### src/design/tmsc_pkg.sv
// ----------------------------------------------------------------------------
// tmsc_pkg
// Shared constants and types of the temporal mean filter (centre frame skipped).
// ----------------------------------------------------------------------------
package tmsc_pkg;

    localparam int NUM_CH               = 3;
    localparam int PIX_W                = 8;
    localparam int PIX_MAX              = 255;
    localparam int CFG_WIN_W            = 4;
    localparam int CFG_FP_W             = 17;
    localparam int CFG_DATA_W           = 17;
    localparam int CFG_IDX_W            = 2;
    localparam int MIN_WINDOW           = 3;
    localparam int WIN_RESET            = 3;
    localparam int DEF_MAX_WINDOW       = 8;
    localparam int DEF_MAX_FRAME_PIXELS = 65536;

    typedef enum logic [CFG_IDX_W-1:0] {
        REG_WINDOW_LEN   = 2'd0,
        REG_FRAME_PIXELS = 2'd1
    } tmsc_reg_t;

    // channel 0 blue, 1 green, 2 red
    typedef logic [NUM_CH-1:0][PIX_W-1:0] pix_t;

    typedef struct packed {
        logic first;   // no frame held yet: stored sums read as zero
        logic full;    // window full: this pixel yields a result
        logic last;    // last pixel of the frame
    } tmsc_ctl_t;

    typedef struct packed {
        logic frame_end;
        pix_t mean;
    } tmsc_res_t;

endpackage

### src/design/tmsc_ram.sv
// ----------------------------------------------------------------------------
// tmsc_ram
// Generic single-port-write, single-port-read RAM with registered read data.
// ----------------------------------------------------------------------------
module tmsc_ram import tmsc_pkg::*; #(
    parameter  int WIDTH = 8,
    parameter  int DEPTH = 16,
    localparam int AW    = $clog2(DEPTH)
) (
    input  logic             aclk,
    input  logic             we,
    input  logic [AW-1:0]    waddr,
    input  logic [WIDTH-1:0] wdata,
    input  logic             re,
    input  logic [AW-1:0]    raddr,
    output logic [WIDTH-1:0] rdata
);

    logic [WIDTH-1:0] mem [DEPTH];

    always_ff @(posedge aclk) begin
        if (we) begin
            mem[waddr] <= wdata;
        end
        if (re) begin
            rdata <= mem[raddr];
        end
    end

endmodule

### config.mk
export PLATFORM = sky130hd
export DESIGN_NAME = tmsc_ram
export DESIGN_NICKNAME = d
export VERILOG_FILES = /design/src/design/tmsc_pkg.sv /design/src/design/tmsc_ram.sv
export SDC_FILE = /design/constraint.sdc
export NUM_CORES = 1
export LEC_CHECK = 0
export BUFFER_PORTS_ARGS = -buffer_cell sky130_fd_sc_hd__buf_2
export CORE_MARGIN = 2
export CORE_UTILIZATION = 54
export CTS_CLUSTER_DIAMETER = 200
export DETAILED_ROUTE_END_ITERATION = 8
export GPL_TIMING_DRIVEN = 0
export PLACE_DENSITY_LB_ADDON = 0.1
export SYNTH_ARGS = -nofsm -noshare
export SYNTH_HDL_FRONTEND = slang
export SYNTH_SLANG_ARGS = --single-unit
### constraint.sdc
create_clock -name aclk -period 2.03 [get_ports aclk]
set_input_delay 0.406 -clock aclk [delete_from_list [all_inputs] [get_ports aclk]]
set_output_delay 0.406 -clock aclk [all_outputs]
set_load 0.05 [all_outputs]
==> reports/qor.txt <==
outcome - complete, no violations
crit-path cells - buf_2 > nand3b_1 > nor3_1
Setup Fix Bufs, Post-CTS - 0
library cells used by synthesis - 18
Post-Syn Instances - 229
list of most frequent post-synthesis cells - sky130_fd_sc_hd__edfxtp_1, sky130_fd_sc_hd__mux4_2, sky130_fd_sc_hd__a22oi_1
total routing resource utilization after global routing - 21.20%
number of sinks driven by the clock tree - 136
final setup violation count - 0
clock network fraction of total power - 48.0%
startpoint class of the critical path - input port
number of buffers added by the clock tree synthesis step - 17
number of antenna violations at the first check in global routing - 0
site row count - 35
source-to-sink clock delay at the later pin of the worst-skew pair - 0.51 ns
Synth async-reset ratio - 0%
Worst path slowest cell - sky130_fd_sc_hd__nor3_1
cell area after synthesis - 0.005228 sq mm
worst setup slack after placement - -0.4231 ns
crit path time final - 1.625 ns
Detailed Route WL - 9.849 mm
overall die width - 102.4 microns
TritonCTS clock tree - yes
share of the synthesized area in the top cell type - 78.12%
layout filler cell count - 619
instance area at placement - 0.005514 sq mm
Detail Placement HPWL - 5.974 mm
final worst path period share - 80.04%
Avg Synthesized Cell Area - 22.83 sq um
vias in the first global route - 2465
switching pwr - 1356 uW
vertical die dimension - 102.4 microns
combined buffer and inverter count along the critical path - 1
top-count cell post-synth - sky130_fd_sc_hd__edfxtp_1
Top FF cell, synth - sky130_fd_sc_hd__edfxtp_1
routed length on met1 - 4.245 mm
area growth from synthesis to layout - 17.76%
die outline area - 0.01048 sq mm
worst min path class - input port to register
fraction of power consumed by combinational cells - 5.0%
area of the core region - 0.009328 sq mm
top post-synthesis cells by area - sky130_fd_sc_hd__edfxtp_1, sky130_fd_sc_hd__mux4_2, sky130_fd_sc_hd__mux4_1
CP Class - input port to register
post-cts resize count - 0
worst clock skew - 0.009018 ns
number of nets with antenna violations after routing - 0
Final Instance Area - 0.006156 sq mm
number of endpoints with negative hold slack in the final report - 0
met2 wire len - 4.896 mm
number of hold-repair buffers added at the cts stage - 0
CTS Root Cell - sky130_fd_sc_hd__clkbuf_8
pin count of the biggest net entering global routing - 17
number of remaining DRC errors - 0
number of enable flip-flop cells after synthesis - 136
power per unit of standard cell area - 1099 mW/mm^2
internal power - 5410 uW
required time of the critical path - 2.15 ns
number of placed instances with taps included - 383
global route total overflow - 0
Critical Path Fanout Max - 8
worst path setup slack after routing - 0.4053 ns
wire length per cell after detailed routing - 23.68 microns
clock slew at reported path FFs - 0.06 ns
I/O pin count - 27
library cell with the largest summed area after synthesis - sky130_fd_sc_hd__edfxtp_1
family with the most delay on the worst path - simple AND/OR/NAND/NOR gates
endpoint type of the worst setup path - register
sequential share of the synthesized area - 78.12%
number of optimization iterations in the first detailed-route pass - 5
share of total power in sequential cells - 47.0%
Max Root-Sink Buffers - 2
number of violations of the max-capacitance limit - 0
post-synthesis register bit count - 136
Highest Clock Rate - 615.5 MHz
RSZ-0062 raised after global routing - false
fraction of final layout cells with drive strength greater than 1 - 30.31%
Worst VDD drop - 0.0007449 V
antenna diode count - 0
starting utilization of the core area - 56.04%
Detailed Route Iter0 Violations - 238
top layer used by detailed routing - met4
worst slew margin relative to its limit - 14.74%
final instance count without filler cells - 416
deepest level of the CTS H-tree - 4
# nets final - 293
flip-flop and latch area - 0.004084 sq mm
DR vias/cell - 5.774
setup_tns - 0 ns
delay of the slowest cell on the worst path - 0.99 ns
transition time of the tightest slew-check pin - 1.269 ns
multi-input logic area - 0.001057 sq mm
worst endpoint data arrival time - 1.74 ns
number of buffers inserted by port buffering - 25
total count of max-transition violations in the final report - 0
GPL Wtd Cong - 0.7197
routed via count - 2402
total of warnings raised by yosys - 0
proportion of total power due to net switching - 20.04%
Pleak - 0.002064 uW
first-pass GRT wire length - 14.93 mm
Routed met3 length - 602 microns
Post-Syn Nets - 248
[worst reg2reg max path, cell delays in order (launching register included)]
cell	delay (ns)
sky130_fd_sc_hd__edfxtp_1	0.36
sky130_fd_sc_hd__mux4_1	0.56
sky130_fd_sc_hd__a22oi_1	0.25
sky130_fd_sc_hd__nand2_1	0.11
[stage by stage]
| step | power [uW] | util (%) | hold WS [ns] |
|---|---|---|---|
| final | 6765 | 66.00 | 0.2349 |
| after global routing | 6971 | 66.00 | 0.2285 |
| after CTS | 6810 | 65.94 | 0.2226 |
| after detailed placement | 3578 | 59.11 | 0.7486 |
| after global placement | 3573 | 59.11 | 0.7415 |
| after floorplan | 3443 | - | 0.5049 |
[final timing paths]
check                                           from                   to  slack, ns  cells past startpoint
worst max-delay path                        waddr[2]  mem[8][6]$_DFFE_PP_       0.41                      3
worst min-delay path                              re   rdata[3]$_DFFE_PP_       0.23                      1
worst max register to register   mem[5][0]$_DFFE_PP_   rdata[0]$_DFFE_PP_       0.49                      3
worst min register to register  mem[10][4]$_DFFE_PP_   rdata[4]$_DFFE_PP_       0.77                      3
[flip-flops by register name, summed over array words and instances (netlist names)]
signal and flops:
mem 128, rdata 8
[placed cells by master (no fill, tap or decap)]
cell type / n
sky130_fd_sc_hd__clkbuf_16: 16
sky130_fd_sc_hd__and2_1: 1
sky130_fd_sc_hd__nor2_1: 13
sky130_fd_sc_hd__edfxtp_1: 136
sky130_fd_sc_hd__nand3b_1: 2
sky130_fd_sc_hd__buf_6: 3
sky130_fd_sc_hd__clkbuf_8: 1
sky130_fd_sc_hd__or3b_2: 1
sky130_fd_sc_hd__nor2b_1: 1
sky130_fd_sc_hd__inv_6: 3
sky130_fd_sc_hd__bufinv_16: 5
sky130_fd_sc_hd__a22oi_1: 16
sky130_fd_sc_hd__clkdlybuf4s25_2: 3
sky130_fd_sc_hd__clkinvlp_4: 3
sky130_fd_sc_hd__mux4_1: 14
sky130_fd_sc_hd__mux4_2: 18
sky130_fd_sc_hd__nand3_1: 1
sky130_fd_sc_hd__clkinv_2: 3
sky130_fd_sc_hd__nor3_1: 4
sky130_fd_sc_hd__buf_4: 1
sky130_fd_sc_hd__nand2_1: 9
sky130_fd_sc_hd__nand2b_1: 2
sky130_fd_sc_hd__and2b_1: 1
sky130_fd_sc_hd__clkinv_4: 1
sky130_fd_sc_hd__buf_2: 29
[layout make-up]
cell class              count  area share, %
clock inverters            15          3.618
multi-input cells          83          17.17
plain buffers              10          1.402
flip-flops and latches    136          66.34
well taps                 129          2.622
repair buffers             26          2.114
clock buffers              17          6.728
[cells by family after synthesis]
logic type,Yosys count,share of synthesized area [%]
AO/OA/AOI/OAI,16,2.298
buffers and inverters,10,1.651
flip-flops,136,78.12
multiplexers,32,14.79
AND/OR/NAND/NOR,35,3.136
[power by group through the flow]
stage	sequential (uW)	clock, uW	combinational, uW
floorplan	3280	0	160
global placement	3230	0	340
detailed placement	3240	0	342
CTS	3180	3290	344
global route	3180	3420	367
finish	3180	3250	340
[per-layer routing]
metal | vias to the layer above | GRT usage, %
met5 | - | 0
met4 | 0 | 6.769
met3 | 10 | 5.677
met2 | 73 | 32.69
met1 | 1247 | 30.27
li1 | 1072 | -
Power figures use the tool's default switching activity.
