File: config.mk
export PLATFORM = sky130hd
export DESIGN_NAME = tmsc_div
export DESIGN_NICKNAME = d
export VERILOG_FILES = /design/src/design/tmsc_pkg.sv /design/src/design/tmsc_div.sv
export SDC_FILE = /design/constraint.sdc
export NUM_CORES = 1
export LEC_CHECK = 0
export ABC_CLOCK_PERIOD_IN_PS = 8650
export BUFFER_PORTS_ARGS = -buffer_cell sky130_fd_sc_hd__buf_4
export CAP_MARGIN = 20
export CORE_MARGIN = 10
export CORE_UTILIZATION = 40
export DETAILED_ROUTE_END_ITERATION = 10
export GPL_ROUTABILITY_DRIVEN = 0
export PLACE_DENSITY = 0.59
export SLEW_MARGIN = 20
export SYNTH_ARGS = -nofsm -noshare
export SYNTH_HDL_FRONTEND = slang
export SYNTH_SLANG_ARGS = --single-unit
File: constraint.sdc
create_clock -name aclk -period 8.65 [get_ports aclk]
set_input_delay 0.865 -clock aclk [delete_from_list [all_inputs] [get_ports aclk]]
set_output_delay 0.865 -clock aclk [all_outputs]
set_load 0.005 [all_outputs]
File: src/design/tmsc_pkg.sv
// ----------------------------------------------------------------------------
// tmsc_pkg
// Shared constants and types of the temporal mean filter (centre frame skipped).
// ----------------------------------------------------------------------------
package tmsc_pkg;

    localparam int NUM_CH               = 3;
    localparam int PIX_W                = 8;
    localparam int PIX_MAX              = 255;
    localparam int CFG_WIN_W            = 4;
    localparam int CFG_FP_W             = 17;
    localparam int CFG_DATA_W           = 17;
    localparam int CFG_IDX_W            = 2;
    localparam int MIN_WINDOW           = 3;
    localparam int WIN_RESET            = 3;
    localparam int DEF_MAX_WINDOW       = 8;
    localparam int DEF_MAX_FRAME_PIXELS = 65536;

    typedef enum logic [CFG_IDX_W-1:0] {
        REG_WINDOW_LEN   = 2'd0,
        REG_FRAME_PIXELS = 2'd1
    } tmsc_reg_t;

    // channel 0 blue, 1 green, 2 red
    typedef logic [NUM_CH-1:0][PIX_W-1:0] pix_t;

    typedef struct packed {
        logic first;   // no frame held yet: stored sums read as zero
        logic full;    // window full: this pixel yields a result
        logic last;    // last pixel of the frame
    } tmsc_ctl_t;

    typedef struct packed {
        logic frame_end;
        pix_t mean;
    } tmsc_res_t;

endpackage

File: src/design/tmsc_div.sv
// ----------------------------------------------------------------------------
// tmsc_div
// Pipelined restoring divider, one quotient bit per stage, three lanes with a
// shared divisor, followed by a round-to-nearest-even and saturate stage.
// ----------------------------------------------------------------------------
module tmsc_div import tmsc_pkg::*; #(
    parameter int DVD_W = 11,
    parameter int DVS_W = 4,
    parameter int TAG_W = 1
) (
    input  logic                          aclk,
    input  logic                          aresetn,
    input  logic                          en,
    input  logic                          in_valid,
    input  logic [NUM_CH-1:0][DVD_W-1:0]  in_dvd,
    input  logic [TAG_W-1:0]              in_tag,
    input  logic [DVS_W-1:0]              divisor,
    output logic                          out_valid,
    output pix_t                          out_mean,
    output logic [TAG_W-1:0]              out_tag
);

    localparam int AW = DVS_W + 1 + DVD_W;

    typedef logic [NUM_CH-1:0][AW-1:0] acc_t;

    logic [DVD_W-1:0] vld_reg;
    acc_t             acc_reg  [DVD_W];
    acc_t             acc_next [DVD_W];
    logic [TAG_W-1:0] tag_reg  [DVD_W];

    logic             rnd_valid_reg;
    pix_t             rnd_mean_reg;
    pix_t             rnd_mean_next;
    logic [TAG_W-1:0] rnd_tag_reg;

    // {remainder, dividend/quotient}: shift, trial subtract, set quotient bit
    function automatic logic [AW-1:0] div_step(logic [AW-1:0] a, logic [DVS_W-1:0] d);
        logic [AW-1:0] t;
        logic [DVS_W:0] hi;
        t  = a << 1;
        hi = t[AW-1:DVD_W];
        if (hi >= {1'b0, d}) begin
            t[AW-1:DVD_W] = hi - {1'b0, d};
            t[0]          = 1'b1;
        end
        return t;
    endfunction

    always_comb begin
        for (int c = 0; c < NUM_CH; c++) begin
            acc_next[0][c] = div_step({{(DVS_W+1){1'b0}}, in_dvd[c]}, divisor);
            for (int i = 1; i < DVD_W; i++) begin
                acc_next[i][c] = div_step(acc_reg[i-1][c], divisor);
            end
        end
    end

    always_comb begin
        logic [DVD_W-1:0] q;
        logic [DVS_W:0]   r;
        logic [DVS_W+1:0] r2;
        logic [DVS_W+1:0] dd;
        logic             up;
        logic [DVD_W:0]   qr;
        for (int c = 0; c < NUM_CH; c++) begin
            q  = acc_reg[DVD_W-1][c][DVD_W-1:0];
            r  = acc_reg[DVD_W-1][c][AW-1:DVD_W];
            r2 = {r, 1'b0};
            dd = (DVS_W+2)'(divisor);
            up = (r2 > dd) || ((r2 == dd) && q[0]);
            qr = {1'b0, q} + (DVD_W+1)'(up);
            rnd_mean_next[c] = (qr > (DVD_W+1)'(PIX_MAX)) ? PIX_W'(PIX_MAX) : qr[PIX_W-1:0];
        end
    end

    always_ff @(posedge aclk) begin
        if (!aresetn) begin
            vld_reg       <= '0;
            rnd_valid_reg <= 1'b0;
        end else if (en) begin
            vld_reg       <= {vld_reg[DVD_W-2:0], in_valid};
            rnd_valid_reg <= vld_reg[DVD_W-1];
        end
    end

    always_ff @(posedge aclk) begin
        if (en) begin
            tag_reg[0] <= in_tag;
            for (int i = 0; i < DVD_W; i++) begin
                acc_reg[i] <= acc_next[i];
            end
            for (int i = 1; i < DVD_W; i++) begin
                tag_reg[i] <= tag_reg[i-1];
            end
            rnd_mean_reg <= rnd_mean_next;
            rnd_tag_reg  <= tag_reg[DVD_W-1];
        end
    end

    assign out_valid = rnd_valid_reg;
    assign out_mean  = rnd_mean_reg;
    assign out_tag   = rnd_tag_reg;

endmodule

==> results.yml <==
status:
  outcome: "complete, no violations"
route:
  drt_first_iter_violations: 620
  routed_wl_um: 35100
  routed-via-count: 11400
  drc: 0
  drt_first_pass_iters: 4
  post_dr_vias_cell: 4.77
  routed_wire_length_per_instance_um: 14.7
  post_drt_antenna_nets: 0
sta:
  fin_setup_tns_ps: 0
  finalMaxSlewViolations: 0
  timing.slew.headroom_pct: 28.6
  worst_hold_slack_across_all_endpoints_ps: 398
  final_setup_violation_count: 0
  grt_setup_unrepaired: "no"
  worst_setup_margin_ps: 4640
  max_slew.worst_pin.slew_ps: 1070
  fin_worst_skew_ps: 26.8
  hold_violations: 0
  finalWorstPathRequiredPeriod_ps: 4010
  max_freq_ghz: 0.249
  period_share_pct: 46.4
run:
  maxCapViolCount: 0
final_layout:
  drive_gt1_share_pct: 12.3
  finalNetCount: 1800
  largest_reg_flops: 498
  area_delta_synth_final_pct: 14.7
  antenna_cells_inserted: 0
  n_fill_cell: 4978
  final_core_utilization_pct: 46.1
worst_hold_path:
  hold_end: "acc_reg[10][39]$_DFFE_PP_"
  hold_start: "acc_reg[9][38]$_DFFE_PP_"
  hp-class: "reg -> reg"
  min_path_cells: 0
clock_tree:
  cts_setup_buffers: 0
  clkSinkCount: 546
  cts-buffers-inserted: 58
  postCtsHoldBufs: 0
  cts_root_buffer: "sky130_fd_sc_hd__clkbuf_16"
  clock_latency_ps: 620
  post_cts_resize_count: 0
  max-clock-path-buffers: 3
  maximum_level_of_the_cts_h_tree: 2
  clkSlewWorstSetupHoldPaths_ps: 60
  cts_tree: "done"
worst_setup_path:
  type_of_element_launching_the_critical_path: "primary input"
  worst_setup_path_end_kind: "register"
  crit-reg2reg-capture: "out_mean[15]$_SDFFCE_PN1P_"
  critPathArrivalTime_ps: 4340
  timing.setup.critical_path_class: "in -> reg"
  worst-path-max-fanout: 24
  ff2ff_path_depth: 13
  setup.reg_to_reg.worst_slack_ps: 5770
  r2r_path_start: "acc_reg[10][27]$_DFFE_PP_"
  cp.required_ps: 8980
floorplan:
  die_width_um: 260
  count_of_standard_cell_rows: 88
  floorplan_core_area_um2: 57500
  initial_core_util_pct: 40.2
  die-height_um: 260
  ioPinCount: 68
  die-area_um2: 67800
logic_synthesis:
  syn-cell-area_um2: 23100
  most_numerous_cell_in_the_yosys_netlist: "sky130_fd_sc_hd__edfxtp_1"
  yosys_warnings: 0
  synthDistinctLibCells: 34
  synth-seq-cells: 546
  synth_xor_area_share_pct: 1.82
  synth_async_sr_flop_share_pct: 0
  synth_edf_count: 534
  synth_nets: 1664
  yosys_most_used_dff: "sky130_fd_sc_hd__edfxtp_1"
  post-synth-top-area-fraction_pct: 69.4
  synthAdderAreaFrac_pct: 10.2
  syn-instance-count: 1451
  synth-compound-area-share_pct: 3.65
  largest_family_of_logic_cells_by_synthesized_area: "adder cells"
  synth_seq_area_share_pct: 70.5
  synthDominantAreaCellType: "sky130_fd_sc_hd__edfxtp_1"
  synth-simple-area-share_pct: 6.91
  post_synth_most_frequent_cells: "sky130_fd_sc_hd__edfxtp_1, sky130_fd_sc_hd__ha_1, sky130_fd_sc_hd__inv_1, sky130_fd_sc_hd__nor2_1, sky130_fd_sc_hd__mux2i_1"
  synth.top_cells.by_area: "sky130_fd_sc_hd__edfxtp_1, sky130_fd_sc_hd__ha_1, sky130_fd_sc_hd__mux2i_1"
  synth.area.mux_share_pct: 4.68
  syn_avg_cell_area_um2: 15.9
power_and_ir_drop:
  cellPowerDensity_nw_per_um2: 255
  p_leak_nw: 9.67
  power.ir.vdd_worst_v: 0.000158
grt:
  grt_antenna_before_repair: 0
  met3_usage_pct: 2.28
  grt_util_met2_pct: 18.4
  globalRoute.totalOverflow: 0
  gr_layer_usage_met1_pct: 12.7
  busiest_layer: "met2"
  groute.usage.overall_pct: 10.6
  grt_max_degree: 204
  number_of_global_route_vias_before_repair: 11900
  wire_length_of_the_first_global_routing_pass_um: 58800
place:
  number_of_port_buffers: 67
  setup_ws_pre_cts_ps: 3960
  detailed_place_hpwl_um: 22200
==> report_power, final <==
group	internal [W]	leakage, nW	switching (W)	total (W)
Combinational	0.000436	3.57	0.000544	0.000980
Clock	0.00136	0.881	0.00101	0.00237
Sequential	0.00329	5.22	0.000104	0.00340
Total	0.00509	9.67	0.00165	0.00675
==> routing by layer <==
layer	vias up	part of all wire (%)
met2	141	50
met4	0	2.5
met1	5533	43
li1	5663	-
met3	71	4.0
met5	-	0
==> worst max-delay path: stages <==
cell and delay [ps]:
sky130_fd_sc_hd__buf_4 220, sky130_fd_sc_hd__inv_1 500, sky130_fd_sc_hd__buf_4 510, sky130_fd_sc_hd__ha_1 310, sky130_fd_sc_hd__nor2b_1 140, sky130_fd_sc_hd__nand3_1 90
sky130_fd_sc_hd__nor2_1 40, sky130_fd_sc_hd__o21ai_0 190, sky130_fd_sc_hd__ha_1 230, sky130_fd_sc_hd__ha_1 220, sky130_fd_sc_hd__nand2_1 80, sky130_fd_sc_hd__nor3_1 180
sky130_fd_sc_hd__mux2_2 380, sky130_fd_sc_hd__nor3_4 250, sky130_fd_sc_hd__nand2_1 100
==> cell type report <==
type                            instances  area [µm²]  share of cell area (%)
Sequential cell                       546       16300                    61.4
Multi-Input combinational cell        767        6300                    23.8
Clock buffer                           74        1550                    5.86
Tap cell                              765         957                    3.61
Timing Repair Buffer                   78         609                    2.30
Inverter                              136         510                    1.93
Clock inverter                         28         278                    1.05
==> cells by family (layout without fill, tap and decap cells) <==
family	Yosys count	in the layout
AOI/OAI and AO/OA	123	123
xor gates and xnor gates	48	48
DFF	546	546
muxes	104	104
adders and majority gates	171	171
and+or+nand+nor	321	321
buffers and inverters	138	316
==> worst max path at each step <==
| stage | startpoint | end | slack, ps | depth (start not counted) |
|---|---|---|---|---|
| 2_1_floorplan | divisor[1] | out_mean[8]$_SDFFCE_PN1P_ | 4840 | 13 |
| 3_3_place_gp | divisor[1] | out_mean[8]$_SDFFCE_PN1P_ | 4010 | 16 |
| 3_5_place_dp | divisor[1] | out_mean[15]$_SDFFCE_PN1P_ | 3960 | 15 |
| 4_1_cts | divisor[1] | out_mean[10]$_SDFFCE_PN1P_ | 4610 | 15 |
| 5_1_grt | divisor[1] | out_mean[8]$_SDFFCE_PN1P_ | 4320 | 16 |
| 6_report | divisor[1] | out_mean[15]$_SDFFCE_PN1P_ | 4640 | 15 |
==> placed cells by master (no fill, tap or decap), types with 31 or more instances in the layout <==
| cell | n |
|---|---|
| sky130_fd_sc_hd__nand4_1 | 32 |
| sky130_fd_sc_hd__clkbuf_16 | 59 |
| sky130_fd_sc_hd__edfxtp_1 | 534 |
| sky130_fd_sc_hd__ha_1 | 141 |
| sky130_fd_sc_hd__mux2i_1 | 72 |
| sky130_fd_sc_hd__xnor2_1 | 39 |
| sky130_fd_sc_hd__nor2b_1 | 46 |
| sky130_fd_sc_hd__inv_1 | 136 |
| sky130_fd_sc_hd__o21ai_1 | 33 |
| sky130_fd_sc_hd__buf_4 | 75 |
| sky130_fd_sc_hd__nor2_2 | 31 |
| sky130_fd_sc_hd__nand2_1 | 61 |
| sky130_fd_sc_hd__nor2_1 | 105 |
==> through the flow <==
stage | cell area [µm²] | cells | total power [W]
6_report | 26500 | 2394 | 0.00675
5_1_grt | 26500 | 2394 | 0.00713
4_1_cts | 26500 | 2394 | 0.00686
3_5_place_dp | 24700 | 2292 | 0.00445
3_3_place_gp | 24700 | 2292 | 0.00441
2_1_floorplan | 23100 | 1451 | 0.00415
(Power assumes the default switching activity.)
