===== src/design/tmsc_pkg.sv =====
// ----------------------------------------------------------------------------
// tmsc_pkg
// Shared constants and types of the temporal mean filter (centre frame skipped).
// ----------------------------------------------------------------------------
package tmsc_pkg;

    localparam int NUM_CH               = 3;
    localparam int PIX_W                = 8;
    localparam int PIX_MAX              = 255;
    localparam int CFG_WIN_W            = 4;
    localparam int CFG_FP_W             = 17;
    localparam int CFG_DATA_W           = 17;
    localparam int CFG_IDX_W            = 2;
    localparam int MIN_WINDOW           = 3;
    localparam int WIN_RESET            = 3;
    localparam int DEF_MAX_WINDOW       = 8;
    localparam int DEF_MAX_FRAME_PIXELS = 65536;

    typedef enum logic [CFG_IDX_W-1:0] {
        REG_WINDOW_LEN   = 2'd0,
        REG_FRAME_PIXELS = 2'd1
    } tmsc_reg_t;

    // channel 0 blue, 1 green, 2 red
    typedef logic [NUM_CH-1:0][PIX_W-1:0] pix_t;

    typedef struct packed {
        logic first;   // no frame held yet: stored sums read as zero
        logic full;    // window full: this pixel yields a result
        logic last;    // last pixel of the frame
    } tmsc_ctl_t;

    typedef struct packed {
        logic frame_end;
        pix_t mean;
    } tmsc_res_t;

endpackage


===== src/design/tmsc_ctrl.sv =====
// ----------------------------------------------------------------------------
// tmsc_ctrl
// Configuration registers, raster position, frame count and slot rotation.
// Produces store addresses and per-pixel control for the pixel being taken.
// ----------------------------------------------------------------------------
module tmsc_ctrl import tmsc_pkg::*; #(
    parameter  int MAX_WINDOW       = DEF_MAX_WINDOW,
    parameter  int MAX_FRAME_PIXELS = DEF_MAX_FRAME_PIXELS,
    localparam int POS_W            = $clog2(MAX_FRAME_PIXELS),
    localparam int WIN_W            = $clog2(MAX_WINDOW + 1),
    localparam int SLOT_W           = $clog2(MAX_WINDOW)
) (
    input  logic                  aclk,
    input  logic                  aresetn,
    input  logic                  cfg_wr_en,
    input  logic [CFG_IDX_W-1:0]  cfg_index,
    input  logic [CFG_DATA_W-1:0] cfg_wdata,
    input  logic                  accept,
    output logic [POS_W-1:0]      pos,
    output logic [SLOT_W-1:0]     centre_slot,
    output logic [SLOT_W-1:0]     oldest_slot,
    output logic [SLOT_W-1:0]     wr_slot,
    output logic [WIN_W-1:0]      divisor,
    output tmsc_ctl_t             ctl
);

    localparam int CW  = (WIN_W > CFG_WIN_W) ? WIN_W : CFG_WIN_W;
    localparam int FPW = POS_W + 1;
    localparam int FW  = (FPW > CFG_FP_W) ? FPW : CFG_FP_W;

    logic [WIN_W-1:0]  win_reg,    win_next;
    logic [FPW-1:0]    fp_reg,     fp_next;
    logic [POS_W-1:0]  pos_reg,    pos_next;
    logic [WIN_W-1:0]  held_reg,   held_next;
    logic [SLOT_W-1:0] oldest_reg, oldest_next;

    logic [CW-1:0]     cw;
    logic [WIN_W-1:0]  win_cfg;
    logic [FW-1:0]     fpc;
    logic [FPW-1:0]    fp_cfg;
    logic [WIN_W:0]    csum;
    logic [WIN_W:0]    fsum;
    logic [SLOT_W-1:0] fill_slot;
    logic [WIN_W-1:0]  oldest_inc;

    // clamp register values into their working ranges
    always_comb begin
        cw  = CW'(cfg_wdata[CFG_WIN_W-1:0]);
        fpc = FW'(cfg_wdata[CFG_FP_W-1:0]);
        priority if (cw < CW'(MIN_WINDOW)) begin
            win_cfg = WIN_W'(MIN_WINDOW);
        end else if (cw > CW'(MAX_WINDOW)) begin
            win_cfg = WIN_W'(MAX_WINDOW);
        end else begin
            win_cfg = WIN_W'(cw);
        end
        priority if (fpc == '0) begin
            fp_cfg = FPW'(1);
        end else if (fpc > FW'(MAX_FRAME_PIXELS)) begin
            fp_cfg = FPW'(MAX_FRAME_PIXELS);
        end else begin
            fp_cfg = FPW'(fpc);
        end
    end

    always_comb begin
        ctl.full  = (held_reg == win_reg);
        ctl.first = (held_reg == '0);
        ctl.last  = ({1'b0, pos_reg} + FPW'(1)) == fp_reg;

        csum = (WIN_W+1)'(oldest_reg) + (WIN_W+1)'(win_reg >> 1);
        if (csum >= (WIN_W+1)'(win_reg)) begin
            csum = csum - (WIN_W+1)'(win_reg);
        end
        fsum = (WIN_W+1)'(oldest_reg) + (WIN_W+1)'(held_reg);
        if (fsum >= (WIN_W+1)'(win_reg)) begin
            fsum = fsum - (WIN_W+1)'(win_reg);
        end
        centre_slot = SLOT_W'(csum);
        fill_slot   = SLOT_W'(fsum);
        oldest_slot = oldest_reg;
        wr_slot     = ctl.full ? oldest_reg : fill_slot;
        pos         = pos_reg;
        divisor     = win_reg - WIN_W'(1);
        oldest_inc  = WIN_W'(oldest_reg) + WIN_W'(1);
    end

    always_comb begin
        win_next    = win_reg;
        fp_next     = fp_reg;
        pos_next    = pos_reg;
        held_next   = held_reg;
        oldest_next = oldest_reg;
        if (cfg_wr_en) begin
            unique case (tmsc_reg_t'(cfg_index))
                REG_WINDOW_LEN: begin
                    win_next    = win_cfg;
                    pos_next    = '0;
                    held_next   = '0;
                    oldest_next = '0;
                end
                REG_FRAME_PIXELS: begin
                    fp_next     = fp_cfg;
                    pos_next    = '0;
                    held_next   = '0;
                    oldest_next = '0;
                end
                default: begin
                end
            endcase
        end else if (accept) begin
            if (ctl.last) begin
                pos_next = '0;
                if (!ctl.full) begin
                    held_next = held_reg + WIN_W'(1);
                end else if (oldest_inc == win_reg) begin
                    oldest_next = '0;
                end else begin
                    oldest_next = SLOT_W'(oldest_inc);
                end
            end else begin
                pos_next = pos_reg + POS_W'(1);
            end
        end
    end

    always_ff @(posedge aclk) begin
        if (!aresetn) begin
            win_reg    <= WIN_W'(WIN_RESET);
            fp_reg     <= FPW'(MAX_FRAME_PIXELS);
            pos_reg    <= '0;
            held_reg   <= '0;
            oldest_reg <= '0;
        end else begin
            win_reg    <= win_next;
            fp_reg     <= fp_next;
            pos_reg    <= pos_next;
            held_reg   <= held_next;
            oldest_reg <= oldest_next;
        end
    end

`ifndef SYNTH
    a_oldest_in_window: assert property (@(posedge aclk) disable iff (!aresetn)
        WIN_W'(oldest_reg) < win_reg)
        else $error("oldest slot outside window");
    a_held_bounded: assert property (@(posedge aclk) disable iff (!aresetn)
        held_reg <= win_reg)
        else $error("frame count exceeds window");
    a_fill_no_rotate: assert property (@(posedge aclk) disable iff (!aresetn)
        (held_reg != win_reg) |-> (oldest_reg == '0))
        else $error("slot rotation before window full");
`endif

endmodule


===== config.mk =====
export PLATFORM = sky130hd
export DESIGN_NAME = tmsc_ctrl
export DESIGN_NICKNAME = d
export VERILOG_FILES = /design/src/design/tmsc_pkg.sv /design/src/design/tmsc_ctrl.sv
export SDC_FILE = /design/constraint.sdc
export NUM_CORES = 1
export LEC_CHECK = 0
export ABC_AREA = 1
export BUFFER_PORTS_ARGS = -buffer_cell sky130_fd_sc_hd__buf_4
export CAP_MARGIN = 40
export CORE_ASPECT_RATIO = 0.6
export CORE_MARGIN = 5
export CORE_UTILIZATION = 52
export CTS_CLUSTER_DIAMETER = 60
export DETAILED_ROUTE_END_ITERATION = 7
export PLACE_DENSITY = 0.77
export SLEW_MARGIN = 40
export SYNTH_ARGS = -nofsm -noshare
export SYNTH_HDL_FRONTEND = slang
export SYNTH_SLANG_ARGS = --single-unit

===== constraint.sdc =====
create_clock -name aclk -period 2.3 [get_ports aclk]
set_input_delay 0.115 -clock aclk [delete_from_list [all_inputs] [get_ports aclk]]
set_output_delay 0.115 -clock aclk [all_outputs]
set_load 0.005 [all_outputs]

==> reports/qor.yml <==
clock_tree:
  insertion_delay_ps: 320
  cts_root_buf: "clkbuf_8"
  cts_inserted_buffers: 5
  h-tree-depth: 2
  cts_sinks: 44
  cts_hold_buf: 0
  cts.clk_slew.worst_paths_ps: 90
  clock_path_buffers: 2
  cts_tree: "yes"
synthesis:
  synth_area_per_cell_um2: 6.44
  seq_area_frac_synth_pct: 26.3
  syn_area_um2: 3350
  syn_inst: 520
  synthDominantCellAreaShare_pct: 26.3
  yosysWarnings: 0
  synth.distinct_cells: 34
  synth_area_leaders: "dfxtp_1, nand2_1, ha_1"
  ys_ff_latch: 44
  yosys.area.top_type: "dfxtp_1"
  synth_nets: 566
power_and_ir_drop:
  ir_drop_mv: 0.232
  combPwrFrac_pct: 29.5
  internal_power_mw: 1.43
  p_sw_share_pct: 30.9
  power_density_nw_per_um2: 461
  p_total_mw: 2.07
  leakagePower_nw: 1.99
  p_seq_share_pct: 39.0
  clock_power_share_pct: 31.5
  p_switching_uw: 639
floorplan:
  io_pins: 55
  fp.dieArea_um2: 8200
  die_x_um: 114
  initial_core_util_pct: 54.1
  rows: 22
  fp.dieH_um: 72.2
  fp.coreArea_um2: 6190
cells_and_area:
  num_antenna_cells: 0
  largest_reg_flops: 17
  fin_cells: 695
  final_area_um2: 4490
  nNetsFinal: 656
  layout-drive-gt1-share_pct: 31.3
  syn_to_final_growth_pct: 34.0
  final_cell_mix: "nand2_1, buf_4, inv_1"
  final_common_cell: "nand2_1"
critical_path:
  worstPathArrival_ps: 2550
  crit_path_start: "oldest_slot[0]$_SDFFE_PN0P_"
  timing.rr.end: "held_reg[0]$_SDFFE_PN0P_"
  crit_path_end: "wr_slot[0]"
  worstSetupPathType: "reg -> out"
  r2r_start: "pos[0]$_SDFFE_PN0P_"
  crit_required_ps: 2180
  setup.worst_path.end_class: "output pin"
  startpoint_type: "flip-flop"
  reg2reg_depth: 16
  path_max_fanout: 5
  rrSetupSlack_ps: 80
sta:
  slew_violations: 0
  period_share_pct: 116
  tightest_slew_ps: 464
  slew_headroom_pct: 69.0
  skew_ps: 14.5
  min_period_ps: 2660
  hold_violations: 0
  max_clock_freq_ghz: 0.376
  rsz0062_at_grt: "true"
  setup_tns_ps: -1880
  worst_slack_ps: -362
  setup_viol: 7
grt:
  grt_pass1_vias: 3431
  grt_max_degree: 32
  grtUsageTotal_pct: 25.1
  grt_pass1_wl_mm: 16.7
  grt-ovfl-total: 0
  antenna_found_initial: 0
run_status:
  status: "complete, but fails checks"
  violations: "setup timing"
detailed_routing:
  drtIter0Drc: 357
  ant_nets: 0
  wl_mm: 10.5
  dr.pass1.iters: 5
  via_count: 3811
  post_drt_via_cell_ratio: 5.48
  wire_per_inst_um: 15.1
  drc: 0
job:
  drv_cap: 0
placed_design:
  dp_cells: 673
  place_hpwl_mm: 7.73
  port_buffers: 54
  gp_congestion: 0.993
  place_area_um2: 4000
worst_hold_path:
  hp-class: "in -> reg"
  hold_depth: 3
[cells in the mapped netlist (all sizes together)]
| cell type | count |
|---|---|
| a211oi | 1 |
| a21oi | 47 |
| a22oi | 1 |
| a31oi | 1 |
| buf | 3 |
| clkbuf | 7 |
| dfxtp | 44 |
| fa | 4 |
| ha | 19 |
| inv | 62 |
| nand2 | 175 |
| nand3 | 40 |
| nand3b | 4 |
| nand4 | 16 |
| nor2 | 56 |
| nor3 | 2 |
| nor4 | 4 |
| o211ai | 4 |
| o21a | 2 |
| o21ai | 12 |
| o21bai | 1 |
| o31ai | 1 |
| xnor2 | 5 |
| xor2 | 9 |
[per-stage QoR]
stage               setup slack, ps  hold WS [ps]  util (%)
finish                         -362          62.6      72.4
CTS                            -303          70.7      69.0
global placement              -63.1           374      64.6
floorplan                      17.9           253         -
global route                   -437          81.2      72.4
detailed placement             -170           393      64.6
[logic make-up (layout without fill, tap and decap cells)]
| kind of cell | after synthesis | in the layout | share of synthesized area, % |
|---|---|---|---|
| and+or+nand+nor | 297 | 298 | 39.7 |
| buffers and inverters | 72 | 162 | 8.45 |
| adders and majority gates | 23 | 23 | 9.49 |
| xor gates and xnor gates | 14 | 14 | 3.66 |
| AOI/OAI and AO/OA | 70 | 70 | 12.4 |
| DFF | 44 | 44 | 26.3 |
[timing repair]
| item | 4_1_cts | 5_1_grt |
|---|---|---|
| pin swaps | 18 | 25 |
| setup endpoints to repair | 7 | 25 |
| buffers inserted | 7 | 6 |
| endpoints found under the hold margin | 0 | 0 |
| gates resized for setup | 31 | 42 |
| cloned | 1 | 0 |
[worst max-delay path: stages, from the launching register on]
cell,delay [ps]
dfxtp_2,350
ha_4,160
fa_2,560
ha_4,200
o21a_1,110
o21a_1,170
o21ai_2,150
nand2_2,120
o211ai_1,200
o21ai_1,90
buf_4,140
[power by group through the flow]
| stage | logic, mW | clock network (mW) | registers [mW] |
|---|---|---|---|
| after floorplan | 0.284 | 0 | 0.820 |
| after global placement | 0.492 | 0 | 0.818 |
| after detailed placement | 0.504 | 0 | 0.820 |
| after CTS | 0.554 | 0.646 | 0.804 |
| after global routing | 0.669 | 0.683 | 0.809 |
| final | 0.609 | 0.652 | 0.807 |
[layer usage]
metal  share of wire, %  wire length [um]  global-route usage, %
met2                 41              4310                   35.6
met3                 10              1090                   4.42
met1                 48              5030                   39.8
met4               0.64                67                   3.60
met5                  0                 0                      0
[area by class of cell]
cell class	instances	area, um2
flip-flops and latches	44	896
clock buffers	6	82.6
fillers	495	1710
inverters	62	244
well taps	84	105
repair buffers	92	709
clock inverters	2	38.8
multi-input cells	405	2410
[how the worst min path moves through the flow]
stage	end	slack [ps]	from
final	pos[0]$_SDFFE_PN0P_	60	accept
after CTS	fp_reg[9]$_SDFFE_PN0P_	70	cfg_wdata[9]
after global routing	fp_reg[13]$_SDFFE_PN0P_	80	cfg_wdata[13]
after floorplan	pos[0]$_SDFFE_PN0P_	250	aresetn
after global placement	fp_reg[16]$_SDFFE_PN1P_	370	cfg_index[0]
after detailed placement	fp_reg[9]$_SDFFE_PN0P_	390	cfg_wdata[9]
Power figures use the tool's default switching activity.
